### src/rtl/core/bsa_pkg.sv
// Shared types and constants for the bitmap slot allocator.
// Holds the transaction payload structs, request codes and the
// controller/datapath command and status structs. No dependencies.
package bsa_pkg;

    // Request codes carried in req_type.
    localparam logic [2:0] OP_ALLOC     = 3'd0;
    localparam logic [2:0] OP_SET       = 3'd1;
    localparam logic [2:0] OP_CLEAR     = 3'd2;
    localparam logic [2:0] OP_TEST      = 3'd3;
    localparam logic [2:0] OP_CLEAR_ALL = 3'd4;

    // Number of bits that an 8-bit index can name.
    localparam int INDEX_REACH = 256;

    typedef struct packed {
        logic [2:0] req_type;
        logic [7:0] bit_index;
    } req_t;

    typedef struct packed {
        logic [7:0] found_index;
        logic       found;
        logic       bit_value;
        logic       range_error;
    } rsp_t;

    typedef struct packed {
        logic capture;    // latch an accepted request, read its word
        logic scan_step;  // evaluate one word of an allocate scan
        logic mod_step;   // set, clear or test one bit
        logic clr_step;   // write zero to one word of the sweep
        logic res_plain;  // result with only the range flag
        logic load_out;   // move the result into the output register
    } cmd_t;

    typedef struct packed {
        logic [2:0] op;
        logic       range_err;
        logic       scan_hit;
        logic       scan_last;
        logic       clr_last;
    } sts_t;

endpackage

### src/rtl/core/bsa_dp.sv
// Datapath of the bitmap slot allocator: bitmap memory, scan logic,
// clear sweep counter and result registers. Depends on bsa_pkg.
module bsa_dp #(
    parameter int NUM_WORDS = 32,
    parameter int WORD_BITS = 8
) (
    input  logic          clk,
    input  logic          rst_n,
    input  bsa_pkg::req_t req,
    input  bsa_pkg::cmd_t cmd,
    output bsa_pkg::sts_t sts,
    output bsa_pkg::rsp_t rsp
);

    localparam int WORD_AW     = (NUM_WORDS > 1) ? $clog2(NUM_WORDS) : 1;
    localparam int BIT_AW      = $clog2(WORD_BITS);
    localparam int TOTAL_BITS  = NUM_WORDS * WORD_BITS;
    localparam int LIMIT       = (TOTAL_BITS < bsa_pkg::INDEX_REACH) ?
                                 TOTAL_BITS : bsa_pkg::INDEX_REACH;
    localparam int REACH_WORDS = (bsa_pkg::INDEX_REACH + WORD_BITS - 1) / WORD_BITS;
    localparam int LAST_WORD   = ((NUM_WORDS < REACH_WORDS) ? NUM_WORDS : REACH_WORDS) - 1;

    logic [WORD_BITS-1:0] mem [NUM_WORDS];
    logic [WORD_BITS-1:0] rd_data_reg;
    logic [WORD_AW-1:0]   raddr;
    logic [WORD_AW-1:0]   waddr;
    logic [WORD_BITS-1:0] wdata;
    logic                 we;

    logic [WORD_AW-1:0]   word_tab [bsa_pkg::INDEX_REACH];
    logic [BIT_AW-1:0]    bit_tab  [bsa_pkg::INDEX_REACH];

    bsa_pkg::req_t        req_reg;
    logic [WORD_AW-1:0]   cur_reg;
    logic [7:0]           base_reg;
    logic [WORD_AW-1:0]   clr_cnt_reg;
    logic [WORD_AW-1:0]   clr_cnt_next;
    bsa_pkg::rsp_t        res_reg;
    bsa_pkg::rsp_t        out_reg;

    logic [WORD_BITS-1:0] free_bits;
    logic [BIT_AW-1:0]    sel;
    logic                 hit;
    logic                 last;
    logic [BIT_AW-1:0]    pos_in_word;
    logic [WORD_BITS-1:0] bmask;
    logic                 range_err;
    logic                 advance;

    // Constant lookup tables that split an 8-bit index into word and bit.
    for (genvar k = 0; k < bsa_pkg::INDEX_REACH; k++) begin : g_tab
        assign word_tab[k] = WORD_AW'(k / WORD_BITS);
        assign bit_tab[k]  = BIT_AW'(k % WORD_BITS);
    end

    // Bits of the current word that lie at or after the start index and
    // below the addressable limit, and are still zero.
    always_comb
    begin
        logic [9:0] pos;
        for (int j = 0; j < WORD_BITS; j++)
        begin
            pos = {2'b00, base_reg} + 10'(j);
            free_bits[j] = (pos >= {2'b00, req_reg.bit_index}) && (pos < 10'(LIMIT))
                           && !rd_data_reg[j];
        end
    end

    always_comb
    begin
        sel = '0;
        for (int j = WORD_BITS - 1; j >= 0; j--)
        begin
            if (free_bits[j])
            begin
                sel = BIT_AW'(j);
            end
        end
    end

    assign hit         = |free_bits;
    assign last        = (cur_reg == WORD_AW'(LAST_WORD));
    assign advance     = cmd.scan_step && !hit && !last;
    assign pos_in_word = bit_tab[req_reg.bit_index];
    assign bmask       = WORD_BITS'(1) << pos_in_word;
    assign range_err   = (req_reg.req_type <= bsa_pkg::OP_TEST)
                         && ({1'b0, req_reg.bit_index} >= 9'(LIMIT));

    always_comb
    begin
        if (cmd.capture)
        begin
            raddr = word_tab[req.bit_index];
        end
        else
        begin
            raddr = cur_reg + WORD_AW'(1);
        end
    end

    always_comb
    begin
        we    = 1'b0;
        waddr = cur_reg;
        wdata = rd_data_reg;
        if (cmd.clr_step)
        begin
            we    = 1'b1;
            waddr = clr_cnt_reg;
            wdata = '0;
        end
        else if (cmd.scan_step && hit)
        begin
            we    = 1'b1;
            wdata = rd_data_reg | (WORD_BITS'(1) << sel);
        end
        else if (cmd.mod_step && req_reg.req_type == bsa_pkg::OP_SET)
        begin
            we    = 1'b1;
            wdata = rd_data_reg | bmask;
        end
        else if (cmd.mod_step && req_reg.req_type == bsa_pkg::OP_CLEAR)
        begin
            we    = 1'b1;
            wdata = rd_data_reg & ~bmask;
        end
    end

    always_ff @(posedge clk)
    begin
        if (we)
        begin
            mem[waddr] <= wdata;
        end
        rd_data_reg <= mem[raddr];
    end

    assign clr_cnt_next = (clr_cnt_reg == WORD_AW'(NUM_WORDS - 1)) ?
                          '0 : clr_cnt_reg + WORD_AW'(1);

    always_ff @(posedge clk or negedge rst_n)
    begin
        if (!rst_n)
        begin
            clr_cnt_reg <= '0;
        end
        else if (cmd.clr_step)
        begin
            clr_cnt_reg <= clr_cnt_next;
        end
    end

    always_ff @(posedge clk)
    begin
        if (cmd.capture)
        begin
            req_reg  <= req;
            cur_reg  <= word_tab[req.bit_index];
            base_reg <= req.bit_index - 8'(bit_tab[req.bit_index]);
        end
        else if (advance)
        begin
            cur_reg  <= cur_reg + WORD_AW'(1);
            base_reg <= base_reg + 8'(WORD_BITS);
        end

        if (cmd.scan_step && (hit || last))
        begin
            res_reg <= '{found_index: (hit ? base_reg + 8'(sel) : 8'd0),
                         found:       hit,
                         bit_value:   1'b0,
                         range_error: 1'b0};
        end
        else if (cmd.mod_step)
        begin
            res_reg <= '{found_index: 8'd0,
                         found:       1'b0,
                         bit_value:   (req_reg.req_type == bsa_pkg::OP_TEST) &&
                                      |(rd_data_reg & bmask),
                         range_error: 1'b0};
        end
        else if (cmd.res_plain)
        begin
            res_reg <= '{found_index: 8'd0,
                         found:       1'b0,
                         bit_value:   1'b0,
                         range_error: range_err};
        end

        if (cmd.load_out)
        begin
            out_reg <= res_reg;
        end
    end

    assign sts.op        = req_reg.req_type;
    assign sts.range_err = range_err;
    assign sts.scan_hit  = hit;
    assign sts.scan_last = last;
    assign sts.clr_last  = (clr_cnt_reg == WORD_AW'(NUM_WORDS - 1));
    assign rsp           = out_reg;

endmodule

### src/rtl/core/bsa_ctrl.sv
// Controller of the bitmap slot allocator: sequences the reset sweep,
// request execution and result hand-off. Depends on bsa_pkg.
module bsa_ctrl (
    input  logic          clk,
    input  logic          rst_n,
    input  logic          req_valid,
    output logic          req_ready,
    output logic          rsp_valid,
    input  logic          rsp_ready,
    input  bsa_pkg::sts_t sts,
    output bsa_pkg::cmd_t cmd
);

    localparam logic [2:0] S_INIT = 3'd0;
    localparam logic [2:0] S_IDLE = 3'd1;
    localparam logic [2:0] S_EXEC = 3'd2;
    localparam logic [2:0] S_SCAN = 3'd3;
    localparam logic [2:0] S_WIPE = 3'd4;
    localparam logic [2:0] S_DONE = 3'd5;

    logic [2:0] state_reg;
    logic [2:0] state_next;
    logic       rsp_valid_reg;
    logic       rsp_valid_next;
    logic       slot_free;

    assign slot_free = !rsp_valid_reg || rsp_ready;
    assign req_ready = (state_reg == S_IDLE);
    assign rsp_valid = rsp_valid_reg;

    always_comb
    begin
        cmd        = '0;
        state_next = state_reg;
        unique case (state_reg)
            S_INIT:
            begin
                cmd.clr_step = 1'b1;
                if (sts.clr_last)
                begin
                    state_next = S_IDLE;
                end
            end
            S_IDLE:
            begin
                if (req_valid)
                begin
                    cmd.capture = 1'b1;
                    state_next  = S_EXEC;
                end
            end
            S_EXEC:
            begin
                if (sts.range_err)
                begin
                    cmd.res_plain = 1'b1;
                    state_next    = S_DONE;
                end
                else
                begin
                    unique case (sts.op) inside
                        bsa_pkg::OP_ALLOC:
                        begin
                            cmd.scan_step = 1'b1;
                            state_next    = (sts.scan_hit || sts.scan_last) ? S_DONE : S_SCAN;
                        end
                        bsa_pkg::OP_SET, bsa_pkg::OP_CLEAR, bsa_pkg::OP_TEST:
                        begin
                            cmd.mod_step = 1'b1;
                            state_next   = S_DONE;
                        end
                        bsa_pkg::OP_CLEAR_ALL:
                        begin
                            state_next = S_WIPE;
                        end
                        default:
                        begin
                            cmd.res_plain = 1'b1;
                            state_next    = S_DONE;
                        end
                    endcase
                end
            end
            S_SCAN:
            begin
                cmd.scan_step = 1'b1;
                if (sts.scan_hit || sts.scan_last)
                begin
                    state_next = S_DONE;
                end
            end
            S_WIPE:
            begin
                cmd.clr_step = 1'b1;
                if (sts.clr_last)
                begin
                    cmd.res_plain = 1'b1;
                    state_next    = S_DONE;
                end
            end
            S_DONE:
            begin
                if (slot_free)
                begin
                    cmd.load_out = 1'b1;
                    state_next   = S_IDLE;
                end
            end
            default:
            begin
                state_next = S_IDLE;
            end
        endcase
    end

    always_comb
    begin
        if (cmd.load_out)
        begin
            rsp_valid_next = 1'b1;
        end
        else if (rsp_ready)
        begin
            rsp_valid_next = 1'b0;
        end
        else
        begin
            rsp_valid_next = rsp_valid_reg;
        end
    end

    always_ff @(posedge clk or negedge rst_n)
    begin
        if (!rst_n)
        begin
            state_reg     <= S_INIT;
            rsp_valid_reg <= 1'b0;
        end
        else
        begin
            state_reg     <= state_next;
            rsp_valid_reg <= rsp_valid_next;
        end
    end

`ifndef ASSERT_OFF
    // The bitmap is never written while a new transaction may be taken.
    a_no_write_in_idle: assert property (@(posedge clk) disable iff (!rst_n)
        (state_reg == S_IDLE) |-> !(cmd.clr_step || cmd.scan_step || cmd.mod_step))
        else $error("bitmap write issued while idle");

    // An accepted request always starts execution in the next cycle.
    a_accept_to_exec: assert property (@(posedge clk) disable iff (!rst_n)
        (req_valid && req_ready) |=> (state_reg == S_EXEC))
        else $error("accepted request did not start execution");

    // A result never overwrites one that the receiver has not taken.
    a_no_overwrite: assert property (@(posedge clk) disable iff (!rst_n)
        cmd.load_out |-> (!rsp_valid_reg || rsp_ready))
        else $error("pending result overwritten");
`endif

endmodule

### src/rtl/core/bitmap_slot_allocator.sv
// Top level of the bitmap slot allocator: joins controller and datapath.
// Depends on bsa_pkg, bsa_ctrl and bsa_dp.
//
// Usage. Requests arrive on the req channel (req_valid, req_ready, req_data)
// and each one produces exactly one result transaction on the rsp channel
// (rsp_valid, rsp_ready, rsp_data). A request allocates the first free bit at
// or after bit_index, sets, clears or tests one bit, or clears the whole map.
// Only bits below 256 and below NUM_WORDS*WORD_BITS are reachable.
//
// Timing. Requests are handled one at a time. For set, clear, test, unused
// codes and out-of-range indexes the result is formed in the execute state,
// and rsp_valid rises when it moves on from the done state into the output
// register. An allocate scans one bitmap word per cycle through the single
// memory read port, until it finds a free bit or reaches the last reachable
// word. Clear-all sweeps the memory one word per cycle. A new request is
// accepted in the cycle after the previous result enters the output register.
//
// Reset. After rst_n is released the block runs a clearing pass over all
// NUM_WORDS words to zero the bitmap; req_ready stays low during that pass.
//
// Stalls. The output register holds a finished result while rsp_ready is low,
// and the next request may be accepted and executed meanwhile; its result
// then waits internally until the output register is free.
module bitmap_slot_allocator #(
    parameter int NUM_WORDS = 32,
    parameter int WORD_BITS = 8
) (
    input  logic          clk,
    input  logic          rst_n,
    input  logic          req_valid,
    output logic          req_ready,
    input  bsa_pkg::req_t req_data,
    output logic          rsp_valid,
    input  logic          rsp_ready,
    output bsa_pkg::rsp_t rsp_data
);

    // Command and status between the sequencer and the datapath.
    bsa_pkg::cmd_t cmd;
    bsa_pkg::sts_t sts;

    // The controller owns both handshakes; the datapath owns all payload.
    bsa_ctrl u_ctrl (
        .clk       (clk),
        .rst_n     (rst_n),
        .req_valid (req_valid),
        .req_ready (req_ready),
        .rsp_valid (rsp_valid),
        .rsp_ready (rsp_ready),
        .sts       (sts),
        .cmd       (cmd)
    );

    // The datapath keeps the bitmap in a one-read, one-write memory.
    bsa_dp #(
        .NUM_WORDS (NUM_WORDS),
        .WORD_BITS (WORD_BITS)
    ) u_dp (
        .clk   (clk),
        .rst_n (rst_n),
        .req   (req_data),
        .cmd   (cmd),
        .sts   (sts),
        .rsp   (rsp_data)
    );

endmodule
### config.mk
export PLATFORM = sky130hd
export DESIGN_NAME = bitmap_slot_allocator
export DESIGN_NICKNAME = d
export VERILOG_FILES = /design/src/rtl/core/bsa_pkg.sv /design/src/rtl/core/bsa_dp.sv /design/src/rtl/core/bsa_ctrl.sv /design/src/rtl/core/bitmap_slot_allocator.sv
export SDC_FILE = /design/constraint.sdc
export NUM_CORES = 1
export LEC_CHECK = 0
export BUFFER_PORTS_ARGS = -buffer_cell sky130_fd_sc_hd__buf_4
export CAP_MARGIN = 10
export CORE_ASPECT_RATIO = 0.75
export CORE_MARGIN = 1
export CORE_UTILIZATION = 58
export DETAILED_ROUTE_END_ITERATION = 8
export PLACE_DENSITY_LB_ADDON = 0.1
export SLEW_MARGIN = 15
export SYNTH_ARGS = -nofsm -noshare
export SYNTH_HDL_FRONTEND = slang
export SYNTH_SLANG_ARGS = --single-unit
### constraint.sdc
create_clock -name clk -period 7.2 [get_ports clk]
set_input_delay 1.08 -clock clk [delete_from_list [all_inputs] [get_ports clk]]
set_output_delay 1.08 -clock clk [all_outputs]
set_load 0.01 [all_outputs]
Word level (Yosys, flattened, before mapping) --
Memories as Yosys holds them, arrays and structs flattened. A register that Yosys moved wholly into a read port is not among the register bits. Cells that the tools add are included.
Storage, ports and cells: input bits 15, register bits after elaboration 53, memories 4, RAM bits 256, memory bits (read-only) 2816
Cells by class: shift-type cells 2, order comparisons 18, reduce and logical (&&, ||, !) cells 48, equality and inequality tests 16, multiplexer cells 57, bitwise logic cells 7, add/subtract/negate cells 12
Memory list:
- (name not given) | depth 256, width 5, rd ports 1, clocked after memory_dff 0, wr ports 0, RTL line bsa_dp.sv:93 | raddr = word_tab[req.bit_index];
- (name not given) | depth 256, width 3, rd ports 1, clocked after memory_dff 0, wr ports 0, RTL line bsa_dp.sv:159 | base_reg <= req.bit_index - 8'(bit_tab[req.bit_index]);
- (name not given) | depth 256, width 3, rd ports 1, clocked after memory_dff 0, wr ports 0, RTL line bsa_dp.sv:84 | assign pos_in_word = bit_tab[req_reg.bit_index];
- u_dp.mem | depth 32, width 8, rd ports 1, clocked after memory_dff 1, wr ports 1, RTL line bsa_dp.sv:23 | logic [WORD_BITS-1:0] mem [NUM_WORDS];
Operators by type and width (number):
- $ge 10x8->1 | 7
- $lt 10x9->1 const B | 7
- $mux 8 | 7
- $mux 3 | 18
- $add 8x3->9 const B | 4
- $mux 5 | 7
- $mux 11 | 3
- $logic_and 1x1->1 | 23
- $add 8x2->9 const B | 2
- $ge 9x9->1 const B | 2
- $mux 1 | 18
- $not 8->9 | 2
- $pmux 3 s6 | 1
- $and 8x8->8 | 2
- $or 8x8->8 | 2
- $reduce_or 8->1 | 2
- $shl 1x3->8 const A | 2
- $eq 3x2->1 const B | 4
- $logic_not 1->1 | 11
- $add 5x1->5 const B | 2
- $eq 5x5->1 const B | 2
- $add 8x1->9 const B | 1
- $eq 3x3->1 const B | 3
- $lt 8x9->1 const B | 1
- other kinds (18) | 27

Depth between registers and ports, before layout --
depth in word-level cells 16, depth in mapped cells 14, gate-level depth less buffers 14

Cells and area by module --
From an unflattened synthesis, not the netlist that was laid out.
Second synthesis, totals: cells, all modules 919, area, all modules 13880.8 um^2
By module, submodules not included:
- bsa_dp | area each 13583.0 um^2, times used 1, cells an instance 880, sequential area each 9193.8 um^2
- bsa_ctrl | area each 297.8 um^2, times used 1, cells an instance 39, sequential area each 100.1 um^2

Worst setup path after synthesis --
Ideal clock, no wire load.
path kind reg-to-reg, start point register u_dp.base_reg[7], end point memory u_dp.mem[0][2], data pin, path buffers 3, required time 6733 ps, period minus slack after synthesis 4138 ps, arrival time 3671 ps, stages on the path, launching flop included 13, setup slack 3062 ps, path through edfxtp_1 > clkbuf_1 > clkbuf_1 > ha_1 > a21oi_1 > a21oi_1 > nor4_2 > and3_4 > nand3_2 > nand2_4 > inv_4 > buf_4 > a211oi_1
Between the ends: cells in the longest elaborated chain, start to end 16, elaborated cells between the ends (all ways) 53, those cells by class add/sub: 7; order compare: 16; shift: 1; mux: 10; bitwise: 1; reduce/logical: 18
RTL lines:
- start, declared | RTL line bsa_dp.sv:35 | logic [7:0] base_reg;
- start signal, assigned | RTL line bsa_dp.sv:159
- start signal, assigned | RTL line bsa_dp.sv:164 | base_reg <= base_reg + 8'(WORD_BITS);
- $add 8x3->9 | RTL line bsa_dp.sv:63 | pos = {2'b00, base_reg} + 10'(j);
- $ge 10x8->1 / $lt 10x9->1 (equally long branches) | RTL line bsa_dp.sv:64 | free_bits[j] = (pos >= {2'b00, req_reg.bit_index}) && (pos < 10'(LIMIT))
- $logic_and 1x1->1 | RTL line bsa_dp.sv:64
- $logic_and 1x1->1 | RTL line bsa_dp.sv:65 | && !rd_data_reg[j];
- $mux 3 (8 in a row) | RTL line bsa_dp.sv:74 | if (free_bits[j])
- $shl 1x3->8 | RTL line bsa_dp.sv:115 | wdata = rd_data_reg | (WORD_BITS'(1) << sel);
- $or 8x8->8 | RTL line bsa_dp.sv:115
- $mux 8 (*) | RTL line bsa_dp.sv:112 | else if (cmd.scan_step && hit)
- $mux 8 (*) | RTL line bsa_dp.sv:106 | if (cmd.clr_step)
- net u_dp.wdata[2] | RTL line bsa_dp.sv:27 | logic [WORD_BITS-1:0] wdata;
- end, declared | RTL line bsa_dp.sv:23
The timed path passes the listed nets; every way through them passes the cells marked *.

Worst setup path after layout --
start point register u_dp.base_reg[3], end point memory u_dp.mem[4][4], data pin
The elaborated chain is that of the path after synthesis.

==> results.json <==
{
  "cts_root_buf": "clkbuf_16",
  "drtIter0Drc": 911,
  "vias": 8201,
  "nets": 1057,
  "placed_cell_area_sq_mm": 0.0144,
  "grt_pass1_wl_um": 47000,
  "grt_usage_pct": 25.8,
  "antenna_found_initial": 0,
  "core-area_sq_mm": 0.0232,
  "critPathMaxFanout": 17,
  "hold_viol_final": 0,
  "finalClockSkew_ns": 0.0238,
  "diodes": 0,
  "setup_slack_ns": 2.85,
  "yosys.area.top_type_share_pct": 63.9,
  "synth-xor-area-share_pct": 0.567,
  "slew_headroom_pct": 20.5,
  "cts_tree": "built",
  "dieWidth_um": 181,
  "drc": 0,
  "place_congestion": 0.909,
  "die_area_sq_mm": 0.0246,
  "rows": 48,
  "p_sw_share_pct": 37.7,
  "tns_ns": 0,
  "initial_utilization_pct": 59.8,
  "post-place-ws_ns": 2.67,
  "finish.instance_area_sq_mm": 0.0153,
  "clk_latency_ns": 0.57,
  "rsz0062_at_grt": "false",
  "h-tree-depth": 1,
  "finalCritPeriodShare_pct": 60.4,
  "finalPower_mw": 7.04,
  "cts_resized": 0,
  "postSynthCellCount": 984,
  "clockPowerShare_pct": 21.6,
  "p_leak_nw": 5.37,
  "worstPathArrival_ns": 4.72,
  "post_cts_hold_buffer_count": 0,
  "reg2reg_depth": 11,
  "cts_buffer_depth": 3,
  "layout_min_cycle_time_ns": 4.35,
  "criticalPathCategory": "reg -> reg",
  "syn_to_final_growth_pct": 10.3,
  "dpl.hpwl_um": 20700,
  "grt_overflow_total": 0,
  "postLayoutCoreUtil_pct": 66.0,
  "synthAdderAreaFrac_pct": 4.05,
  "synth_edf_count": 296,
  "yosysWarnings": 0,
  "synth_common_cells": "296 x edfxtp_1, 146 x nand2_1, 68 x nor2_1",
  "detail-route-antenna-nets": 0,
  "ys_dominant_reg_cell": "edfxtp_1",
  "syn-cell-area_sq_mm": 0.0139,
  "synthTopCellsByArea": "edfxtp_1 64%, mux4_2 5.2%, ha_1 4.0%",
  "io_pins": 28,
  "crit_path_end_kind": "flop",
  "seq_area_frac_synth_pct": 66.8,
  "synth_most_common_cell": "edfxtp_1",
  "synth-seq-cells": 314,
  "grt_pass1_vias": 7755,
  "cts.reportedPaths.clkPinSlew_ns": 0.06,
  "die_h_um": 136,
  "p_per_area_mw_per_mm2": 459,
  "synth.area.mux_share_pct": 7.38,
  "cp.required_ns": 7.57,
  "synth-simple-area-share_pct": 11.8,
  "portBuffers": 26,
  "tightest_slew_ns": 1.19,
  "fill_cells": 1660,
  "pwr-share-seq_pct": 39.5,
  "drive_above_1_share_pct": 14.0,
  "ir_drop_uv": 260,
  "routed_wl_um": 31100,
  "cts_inserted_buffers": 30,
  "crit_path_start_kind": "flop",
  "largest_reg_flops": 256,
  "synth_top_family_by_area": "simple AND/OR/NAND/NOR gates",
  "first_pass_iters": 8,
  "viasPerCell": 6.21,
  "hold_class": "in -> async",
  "internal_power_mw": 4.39,
  "p_sw_mw": 2.65,
  "synth_compound_area_share_pct": 6.55,
  "avgRoutedWirePerCell_um": 23.6,
  "syn_avg_cell_area_sq_um": 14.1,
  "slew_viol_final": 0,
  "p_comb_share_pct": 38.8,
  "clock_sinks": 314,
  "grt_max_degree": 47,
  "synth_cell_type_count": 73,
  "synth_area_leader_cell": "edfxtp_1",
  "status": "completed",
  "setup_violations": 0,
  "postCtsSetupBuffers": 0,
  "synthArstFlopShare_pct": 2.87,
  "timing.fmax_ghz": 0.230,
  "max-cap-violations": 0
}
final cells by class:
type                    count  area (sq um)  area share, %
flip-flops and latches    314          9290           60.6
clock inverters            16           149          0.970
inverters                  19          82.6          0.538
multi-input cells         591          4320           28.2
repair buffers             41           308           2.01
well taps                 300           375           2.45
clock buffers              39           815           5.31
logic make-up after synthesis:
kind of cell	after synthesis
simple gates	348
fa+ha+maj	45
flops	314
other cells	2
compound gates	127
xor+xnor	9
mux	56
buf+inv	83
routing by layer:
layer,GRT usage [%],part of all wire (%),up-vias
li1,-,-,3783
met1,39.9,46,4032
met2,39.4,44,342
met3,4.07,7.9,44
met4,4.56,1.7,0
met5,0,0,-
power by group through the flow:
stage	registers (mW)	clock network (mW)	logic [mW]
2_1_floorplan	2.73	0	1.92
3_3_place_gp	2.81	0	2.67
3_5_place_dp	2.82	0	2.71
4_1_cts	2.78	1.54	2.72
5_1_grt	2.81	1.61	2.96
6_report	2.78	1.52	2.73
worst max-delay path, stage by stage, from the launching register on:
cell	delay, ns
edfxtp_1	0.64
ha_1	0.39
or4b_1	0.44
a211oi_1	0.40
nor4_2	0.15
and3_4	0.20
nand3_2	0.18
nand2_4	0.14
inv_4	0.24
o21ai_0	0.15
a21oi_2	0.82
buf_4	0.38
placed cells by master, fill, tap and decap left out, types with 5 or more instances in the layout:
cell type and instances:
ha_1 45, nand4_1 19, dfrtp_1 9, nand3_1 56, a221oi_1 6, mux4_2 32
nand2_1 146, inv_1 15, a21o_1 6, xor2_1 5, clkinv_1 10, nand3b_1 10
nor3_1 10, mux2i_1 19, buf_4 41, o21ai_0 19, o31ai_1 8, a22o_1 7
nand2b_1 5, clkbuf_16 30, or2_2 5, and2_1 5, edfxtp_1 296, clkbuf_1 6
nor2_1 68, dfxtp_1 9, conb_1 6, a21oi_1 25, a32oi_1 15
worst paths after layout:
kind,startpoint,to,slack [ns]
min in group clk,u_dp.res_reg[3],u_dp.rsp[3],0.42
setup reg to reg,u_dp.base_reg[3],u_dp.mem[4][4],2.85
hold reg to reg,u_dp.res_reg[3],u_dp.rsp[3],0.42
max in group asynchronous,rst_n,u_ctrl.state_reg[2],6.73
hold / removal,rst_n,u_dp.clr_cnt_reg[3],0.32
setup / recovery,u_dp.base_reg[3],u_dp.mem[4][4],2.85
through the flow:
step,hold WS [ns],std cells
2_1_floorplan,0.400,988
3_3_place_gp,0.405,1265
3_5_place_dp,0.405,1265
4_1_cts,0.312,1320
5_1_grt,0.315,1320
6_report,0.325,1320
Power figures use the tool's default switching activity.
